File: config.mk
export PLATFORM = sky130hd
export DESIGN_NAME = segc_ctrl
export DESIGN_NICKNAME = d
export VERILOG_FILES = /design/src/hw/rtl/segc_pkg.sv /design/src/hw/rtl/segc_ctrl.sv
export SDC_FILE = /design/constraint.sdc
export NUM_CORES = 1
export LEC_CHECK = 0
export BUFFER_PORTS_ARGS = -buffer_cell sky130_fd_sc_hd__buf_2
export CORE_MARGIN = 1.5
export CORE_UTILIZATION = 45
export DETAILED_ROUTE_END_ITERATION = 12
export PLACE_DENSITY = 0.75
export SYNTH_ARGS = -nofsm -noshare
export SYNTH_HDL_FRONTEND = slang
export SYNTH_SLANG_ARGS = --single-unit
File: constraint.sdc
create_clock -name clk -period 2.5 [get_ports clk]
set_input_delay 0.25 -clock clk [delete_from_list [all_inputs] [get_ports clk]]
set_output_delay 0.25 -clock clk [all_outputs]
set_load 0.01 [all_outputs]
File: src/hw/rtl/segc_pkg.sv
// Shared types and fixed widths for the segment/circle obstacle checker.
// No dependencies; imported by the controller, the datapath and the top level.
package segc_pkg;

    localparam int COORD_W = 16;  // Q8.8 coordinate and radius width
    localparam int CFG_W   = 5;   // obstacle_count register width
    localparam int SLOT_W  = 4;   // slot field width

    localparam logic REQ_LOAD  = 1'b0;
    localparam logic REQ_QUERY = 1'b1;

    // Controller to datapath
    typedef struct packed {
        logic query_start;  // latch segment end points, clear hit flag
        logic load_wr;      // write the obstacle table
        logic issue;        // read one table entry into the pipeline
    } cmd_t;

    // Datapath to controller
    typedef struct packed {
        logic busy;         // entries still in flight
        logic hit_any;      // some entry so far was hit
    } sts_t;

endpackage

File: src/hw/rtl/segc_ctrl.sv
// Controller for the obstacle checker: handshakes, count register, entry walk.
// Depends on segc_pkg; drives the datapath through cmd_t, reads sts_t.
module segc_ctrl #(
    parameter int MAX_OBSTACLES = 16,
    parameter int AW = 4
) (
    input  logic                         clk,
    input  logic                         rst_n,
    input  logic                         in_valid,
    output logic                         in_ready,
    input  logic                         req_type,
    input  logic                         cfg_valid,
    output logic                         cfg_ready,
    input  logic [segc_pkg::CFG_W-1:0]   cfg_data,
    output logic                         out_valid,
    input  logic                         out_ready,
    output logic                         path_free,
    output segc_pkg::cmd_t               cmd,
    input  segc_pkg::sts_t               sts,
    output logic [AW-1:0]                rd_addr
);
    import segc_pkg::*;

    localparam int CW = $clog2(MAX_OBSTACLES + 1);

    localparam logic [1:0] ST_IDLE   = 2'd0;
    localparam logic [1:0] ST_ISSUE  = 2'd1;
    localparam logic [1:0] ST_DRAIN  = 2'd2;
    localparam logic [1:0] ST_FINISH = 2'd3;

    logic [1:0]       state_reg, state_next;
    logic [CFG_W-1:0] count_reg, count_next;
    logic [CW-1:0]    n_reg, n_next;
    logic [CW-1:0]    idx_reg, idx_next;
    logic             out_valid_reg, out_valid_next;
    logic             path_free_reg, path_free_next;
    logic             accept;

    assign in_ready  = (state_reg == ST_IDLE);
    assign cfg_ready = 1'b1;
    assign out_valid = out_valid_reg;
    assign path_free = path_free_reg;
    assign accept    = in_valid && in_ready;
    assign rd_addr   = idx_reg[AW-1:0];

    always_comb
    begin
        state_next      = state_reg;
        count_next      = count_reg;
        n_next          = n_reg;
        idx_next        = idx_reg;
        out_valid_next  = out_valid_reg && !out_ready;
        path_free_next  = path_free_reg;
        cmd.query_start = accept && (req_type == REQ_QUERY);
        cmd.load_wr     = accept && (req_type == REQ_LOAD);
        cmd.issue       = 1'b0;

        if (cfg_valid && cfg_ready)
        begin
            count_next = cfg_data;
        end

        case (state_reg)
            ST_IDLE:
            begin
                if (cmd.query_start)
                begin
                    // clamp the count to the table depth
                    if (32'(count_reg) > MAX_OBSTACLES)
                    begin
                        n_next = CW'(MAX_OBSTACLES);
                    end
                    else
                    begin
                        n_next = CW'(count_reg);
                    end
                    idx_next   = '0;
                    state_next = ST_ISSUE;
                end
            end
            ST_ISSUE:
            begin
                if (idx_reg == n_reg)
                begin
                    state_next = ST_DRAIN;
                end
                else
                begin
                    cmd.issue = 1'b1;
                    idx_next  = idx_reg + CW'(1);
                end
            end
            ST_DRAIN:
            begin
                if (!sts.busy)
                begin
                    state_next = ST_FINISH;
                end
            end
            ST_FINISH:
            begin
                // hold the verdict until the output register is free
                if (!out_valid_reg || out_ready)
                begin
                    out_valid_next = 1'b1;
                    path_free_next = !sts.hit_any;
                    state_next     = ST_IDLE;
                end
            end
            default:
            begin
                state_next = ST_IDLE;
            end
        endcase
    end

    always_ff @(posedge clk or negedge rst_n)
    begin
        if (!rst_n)
        begin
            state_reg     <= ST_IDLE;
            count_reg     <= '0;
            n_reg         <= '0;
            idx_reg       <= '0;
            out_valid_reg <= 1'b0;
        end
        else
        begin
            state_reg     <= state_next;
            count_reg     <= count_next;
            n_reg         <= n_next;
            idx_reg       <= idx_next;
            out_valid_reg <= out_valid_next;
        end
    end

    always_ff @(posedge clk)
    begin
        path_free_reg <= path_free_next;
    end

endmodule

Yosys cells after proc, flatten, opt, wreduce, memory -nomap -nowiden --
Index checks and enable logic that the tools add are counted.
Word-level totals: memory bits (writable) 0, memories 0, bits in read-only memories 0, bits in latches 0, output and inout port bits 11, register bits 19, logic and storage cells 45
Cells by class: multiply operators 0, shift-type cells 0, div/mod/pow operators 0, bitwise logic cells 1, reduce and logical (&&, ||, !) cells 14, multiplexer cells 13, order comparisons 1, equality and inequality tests 9, add/subtract/negate cells 1
Operators with widths (number):
- two-way mux 5 bit | 3
- one-hot mux 5 bit (2 select lines) | 1
- two-way mux 2 bit | 4
- inequality test 2 bit, second input constant | 4
- one-hot mux 2 bit (4 select lines) | 1
- adder 5 x 1 -> 5 bit, second input constant | 1
- == test 5 bit | 1
- > comparator 5 bit, second input constant | 1
- == test 2 bit, second input constant | 2
- logical AND 1 bit | 4
- two-way mux 1 bit | 4
- AND reduction 2 bit | 2
- AND reduction 4 bit | 1
- zero test 1 bit | 3
- AND reduction 3 bit | 1
- == test 2 x 1 -> 1 bit, second input constant | 1
- zero test 2 bit | 1
- inequality test 2 x 1 -> 1 bit, second input constant | 1
- nonzero test 2 bit | 1
- logical OR 1 bit | 1
- inverter 1 bit | 1

Longest topological paths before layout --
Gate-level depths: netlist of the first run.
depth after elaboration 5, mapped depth 6, gate-level depth less buffers 6

Worst setup path after synthesis of the first run --
No wires, ideal clock.
kind register to register, start register idx_reg[2], end register state_reg[1], cell stages (with the launch flop) 7, arrival 1.642 ns, path slack 0.733 ns, clock period less this slack 1.767 ns, data required time 2.375 ns, cell sequence dfrtp_1 > buf_2 > xor2_1 > nor3_2 > nand3_2 > a221o_1 > mux2_4
Between the ends: word-level cells in the longest chain between the ends 3
RTL lines:
- from (decl) | RTL line segc_ctrl.sv:34 | logic [CW-1:0] idx_reg, idx_next;
- from (signal assigned) | RTL line segc_ctrl.sv:132 | idx_reg <= idx_next;
- == test 5 bit | RTL line segc_ctrl.sv:83 | if (idx_reg == n_reg)
- inequality test 2 bit (no source line)
- AND reduction 4 bit (no source line)
- to (signal assigned) | RTL line segc_ctrl.sv:129 | state_reg <= state_next;
- to (decl) | RTL line segc_ctrl.sv:31 | logic [1:0] state_reg, state_next;
No other way between the ends. A chain may end at the register's enable or synchronous reset.

==> results_dict.tcl, run 1 <==
set metrics [dict create \
    ys_ff_latch 19 \
    finalNetCount 141 \
    worst-setup-path-type "flip-flop to primary output" \
    grt_first_pass_wirelength_um 3350 \
    synth_cell_types 30 \
    synth.largest_area_cell "dfrtp_1" \
    ys.flop_type "dfrtp_1" \
    cp_slowest_cell "dfrtp_1" \
    synthArstFlopShare 0.947 \
    final-hold-violation-count 0 \
    die_h_um 51.6 \
    yosysWarnings 0 \
    die-area_mm2 0.00266 \
    hpwlAfterDp_um 1470 \
    powerDensity_mw_per_mm2 1010 \
    post-synth-top-count-cell "dfrtp_1" \
    ctsResizeCount 0 \
    rsz0062_at_grt "no" \
    finalSetupViolCount 0 \
    fillers 208 \
    cts_root_buf "clkbuf_4" \
    cap_viol_max_count 0 \
    worstMarginPinSlew_ps 583 \
    cp-start-kind "flip-flop" \
    hp-class "input pin to flip-flop" \
    initial_core_util 0.480 \
    synth_edf_count 1 \
    yosys.area_share.simple 0.147 \
    core.rowCount 17 \
    drt-initial-drc-count 5 \
    n_antenna_cell 0 \
    core_area_mm2 0.00221 \
    synth_top_area_share 0.425 \
    port-buffer-count 22 \
    synthMuxAreaShare 0.107 \
    synthAdderAreaFrac 0.0708 \
    maxSlewHeadroom 0.607 \
    grt_pass1_vias 813 \
    fin_crit_ps 2020 \
    vias_per_cell 5.26 \
    syn_area_mm2 0.00106 \
    final_antenna_net_count 0 \
    cts_buffer_depth 2 \
    grt_start_max_net_pins 19 \
    cp.buffers_inverters 1 \
    clkTransAtPathRegs_ps 120 \
    fin_setup_tns_ps 0 \
    synth.avg_cell_area_um2 10.5 \
    cp_cell_sequence "xor2_1 > nor3_2 > nand3_2 > and2_1 > buf_2" \
    max_stage_delay_ps 490 \
    synth_cells 101 \
    synth_compound_area_frac 0.112 \
    synthTopCellsByArea "dfrtp_1 42%, ha_1 7.1%, mux2_2 6.4%" \
    wl_per_cell_um 13.0 \
    seq_area_frac_synth 0.453 \
    worstPathRequired_ps 2250 \
    die_x_um 51.6 \
    post_cts_buffers 0 \
    ir_drop_uv 512 \
    synth_top_family_by_area "simple AND/OR/NAND/NOR gates" \
    crit_family "simple AND/OR/NAND/NOR gates" \
    route.vias.total 783 \
    gr-total-overflow 0 \
    synth_xor_area_frac 0.0413 \
    routabilityCongestion 0.857 \
    drc 0 \
    r2r_setup_slack_ps 570 \
    clock-sinks 19 \
    finalClockSkew_ps 8.36 \
    io_pins 24 \
    first_pass_iters 4 \
    p_leak_nw 0.592 \
    worstPathMaxFanout 9 \
    syn_nets 120 \
    antenna_found_initial 0 \
    period_share 0.807 \
    cp.arrival_ps 1770 \
    cts_made_buffers 3 \
    status "completed" \
    cts_tree "done" \
    layout-drive-gt1-share 0.289 \
    wl_um 1940 \
    grt_util_all_layers 0.166 \
    fmax_ghz 0.496 \
    synthTopCellsByCount "18 x dfrtp_1, 16 x nand2_1" \
    end_kind "primary output" \
    holdWs_ps 168 \
    drv_slew 0 \
    htree_levels 1 \
    insertion_delay_ps 300 \
    syn2layout_area_growth_pct 13.1 \
]
report_power, final:
group	total, mW	switching [mW]	internal [mW]
Combinational	0.568	0.309	0.260
Sequential	0.481	0.0830	0.398
Clock	0.160	0.0995	0.0609
routing by layer:
layer / routed length (µm) / part of all wire / vias to the layer above / GRT usage
li1: - / - / 384 / -
met5: 0 / 0 / - / 0
met3: 100 / 0.051 / 0 / 0.0517
met1: 861 / 0.44 / 375 / 0.195
met4: 0 / 0 / 0 / 0.0132
met2: 981 / 0.50 / 24 / 0.308
area by class of cell:
type                            instances  area [µm²]  area share
Clock inverter                          1        7.51     0.00626
Multi-Input combinational cell         69         512       0.426
Timing Repair Buffer                   23         120       0.100
Tap cell                               28        35.0      0.0292
Clock buffer                            3        22.5      0.0188
Inverter                                6        22.5      0.0188
Sequential cell                        19         480       0.400
placed cells by master (no fill, tap or decap), types with 3 or more instances in the layout:
cell type	count
xor2_1	3
buf_2	22
dfrtp_1	18
inv_1	6
mux2_2	6
o21ai_0	6
nand2b_1	5
ha_1	6
clkbuf_4	3
nand2_1	16
final timing paths:
check,start,to,depth (start not counted)
min in group asynchronous,rst_n,n_reg[0],2
setup / recovery,idx_reg[0],cmd[0],5
max in group asynchronous,rst_n,idx_reg[2],2
setup reg to reg,idx_reg[0],state_reg[1],5
hold / removal,cfg_data[1],count_reg[1],2
hold reg to reg,n_reg[2],n_reg[2],2
kinds of logic after synthesis:
family / after synthesis
AOI/OAI and AO/OA: 16
DFF: 19
other: 1
buffers and inverters: 13
xor gates and xnor gates: 5
adders and majority gates: 6
and+or+nand+nor: 31
muxes: 10
what timing repair did:
item,in CTS,in global routing
hold buffers,1,0
endpoints found under the setup margin,0,0
hold endpoints to repair,18,0
per-stage QoR:
step	instances	worst slack, ps	util	area [µm²]	total power, mW
5_1_grt	149	404	0.542	1200	1.31
2_1_floorplan	101	733	-	1060	0.910
3_3_place_gp	144	695	0.524	1160	1.02
4_1_cts	149	477	0.542	1200	1.22
6_report	149	484	0.542	1200	1.21
3_5_place_dp	144	597	0.524	1160	1.06
Power figures use the tool's default switching activity.
==> inputs of run 2 (changes only) <==
--- a/config.mk
+++ b/config.mk
@@ -9,7 +9,7 @@
 export CORE_MARGIN = 1.5
 export CORE_UTILIZATION = 45
 export DETAILED_ROUTE_END_ITERATION = 12
-export PLACE_DENSITY = 0.75
+export PLACE_DENSITY = 0.78
 export SYNTH_ARGS = -nofsm -noshare
 export SYNTH_HDL_FRONTEND = slang
 export SYNTH_SLANG_ARGS = --single-unit
==> constraint.sdc (replaced) <==
create_clock -name clk -period 1.7 [get_ports clk]
set_input_delay 0.17 -clock clk [delete_from_list [all_inputs] [get_ports clk]]
set_output_delay 0.17 -clock clk [all_outputs]
set_load 0.01 [all_outputs]
==> results_dict.tcl, run 2 (same netlist as run 1, synthesis figures left out) <==
set metrics [dict create \
    cts_root_buf "clkbuf_4" \
    wl_per_cell_um 14.2 \
    final_antenna_net_count 0 \
    finalClockSkew_ps 9.86 \
    fmax_ghz 0.581 \
    dp_cells 151 \
    die_x_um 51.6 \
    r2r_cells 7 \
    worstMarginPinSlew_ps 626 \
    ir_drop_uv 1170 \
    status "finished, violations left" \
    wl_um 2300 \
    mostFrequentLayoutCell "buf_2" \
    mostFrequentLayoutCells "21 x buf_2, 18 x dfrtp_1, 16 x nand2_1" \
    drv_slew 0 \
    worstPathRequired_ps 1530 \
    routabilityCongestion 0.793 \
    gr-total-overflow 0 \
    worstPathMaxFanout 3 \
    n_antenna_cell 0 \
    drt-initial-drc-count 15 \
    layout-drive-gt1-share 0.403 \
    end_kind "primary output" \
    p_leak_nw 0.669 \
    antenna_found_initial 0 \
    worst-setup-path-type "flip-flop to primary output" \
    crit_start "idx_reg[0]" \
    core_area_mm2 0.00221 \
    first_pass_iters 4 \
    totalPowerFinal_mw 2.17 \
    cts_made_buffers 3 \
    die-area_mm2 0.00266 \
    cp.arrival_ps 1550 \
    r2r-end "idx_reg[0]" \
    finalSetupViolCount 2 \
    violations "negative setup slack" \
    final_cells 162 \
    grt_util_all_layers 0.192 \
    port-buffer-count 22 \
    fin_crit_ps 1720 \
    grt_first_pass_wirelength_um 3650 \
    final-hold-violation-count 0 \
    initial_core_util 0.480 \
    insertion_delay_ps 310 \
    syn2layout_area_growth_pct 26.3 \
    cts_buffer_depth 2 \
    cap_viol_max_count 0 \
    fin_ws_ps -19.8 \
    maxSlewHeadroom 0.578 \
    finalNetCount 154 \
    hpwlAfterDp_um 1590 \
    route.vias.total 861 \
    cp-start-kind "flip-flop" \
    grt_start_max_net_pins 19 \
    critPathCapture "cmd[0]" \
    hp-class "input pin to flip-flop" \
    r2r_setup_slack_ps -10 \
    grt_pass1_vias 800 \
    clock-sinks 19 \
    drc 0 \
    clkTransAtPathRegs_ps 120 \
    core.rowCount 17 \
    rsz0062_at_grt "yes" \
    die_h_um 51.6 \
    io_pins 24 \
    htree_levels 1 \
    r2r-start "idx_reg[0]" \
    cts_tree "done" \
    vias_per_cell 5.31 \
    powerDensity_mw_per_mm2 1620 \
    period_share 1.01 \
]
## run 2: power breakdown
group          total [mW]  switching [mW]  internal [mW]
Clock               0.239           0.151         0.0879
Sequential          0.686           0.100          0.586
Combinational        1.24           0.604          0.638
## run 2: metal layers
layer	GRT usage	wire length [µm]	up-vias
met2	0.344	1190	25
met5	0	0	-
li1	-	-	412
met4	0.0702	49	0
met3	0.0603	87	7
met1	0.212	974	417
## run 2: cell type report
| class | instances | area [µm²] |
|---|---|---|
| Tap cell | 28 | 35.0 |
| Inverter | 6 | 22.5 |
| Multi-Input combinational cell | 69 | 543 |
| Sequential cell | 19 | 480 |
| Fill cell | 205 | 872 |
| Timing Repair Buffer | 36 | 231 |
| Clock inverter | 1 | 5.00 |
| Clock buffer | 3 | 22.5 |
## run 2: how the worst min path moves through the flow
stage | startpoint | end | slack, ps | depth (start not counted)
after CTS | cfg_data[2] | count_reg[2] | 80 | 2
after floorplan | rst_n | count_reg[0] | -130 | 0
final | cfg_data[2] | count_reg[2] | 90 | 2
after global placement | rst_n | state_reg[0] | 110 | 1
after detailed placement | rst_n | state_reg[1] | 120 | 1
after global routing | cfg_data[1] | count_reg[1] | 70 | 2
## run 2: worst max-delay path, cell delays in order, from the launching register on
cell and delay (ps):
dfrtp_1 410, xor2_1 170, nor3_2 190, nand3_2 100, buf_6 140, and2_4 130, buf_6 110
## run 2: what timing repair did
action	4_1_cts	5_1_grt
setup endpoints to repair	3	7
setup buffers	3	3
pin swaps	3	3
hold buffers	1	0
gates resized for setup	8	3
cloned	0	0
hold endpoints to repair	18	0
## run 2: per-stage QoR
stage          instance area (µm²)  worst slack [ps]  TNS (ps)   util  hold WS [ps]
2_1_floorplan                 1060             -52.1     -52.1      -          -126
3_3_place_gp                  1210              98.8         0  0.548           114
3_5_place_dp                  1210              12.9         0  0.548           121
4_1_cts                       1300             -15.0     -16.9  0.589          82.8
5_1_grt                       1340              -127      -415  0.606          67.0
6_report                      1340             -19.8     -30.1  0.606          88.7
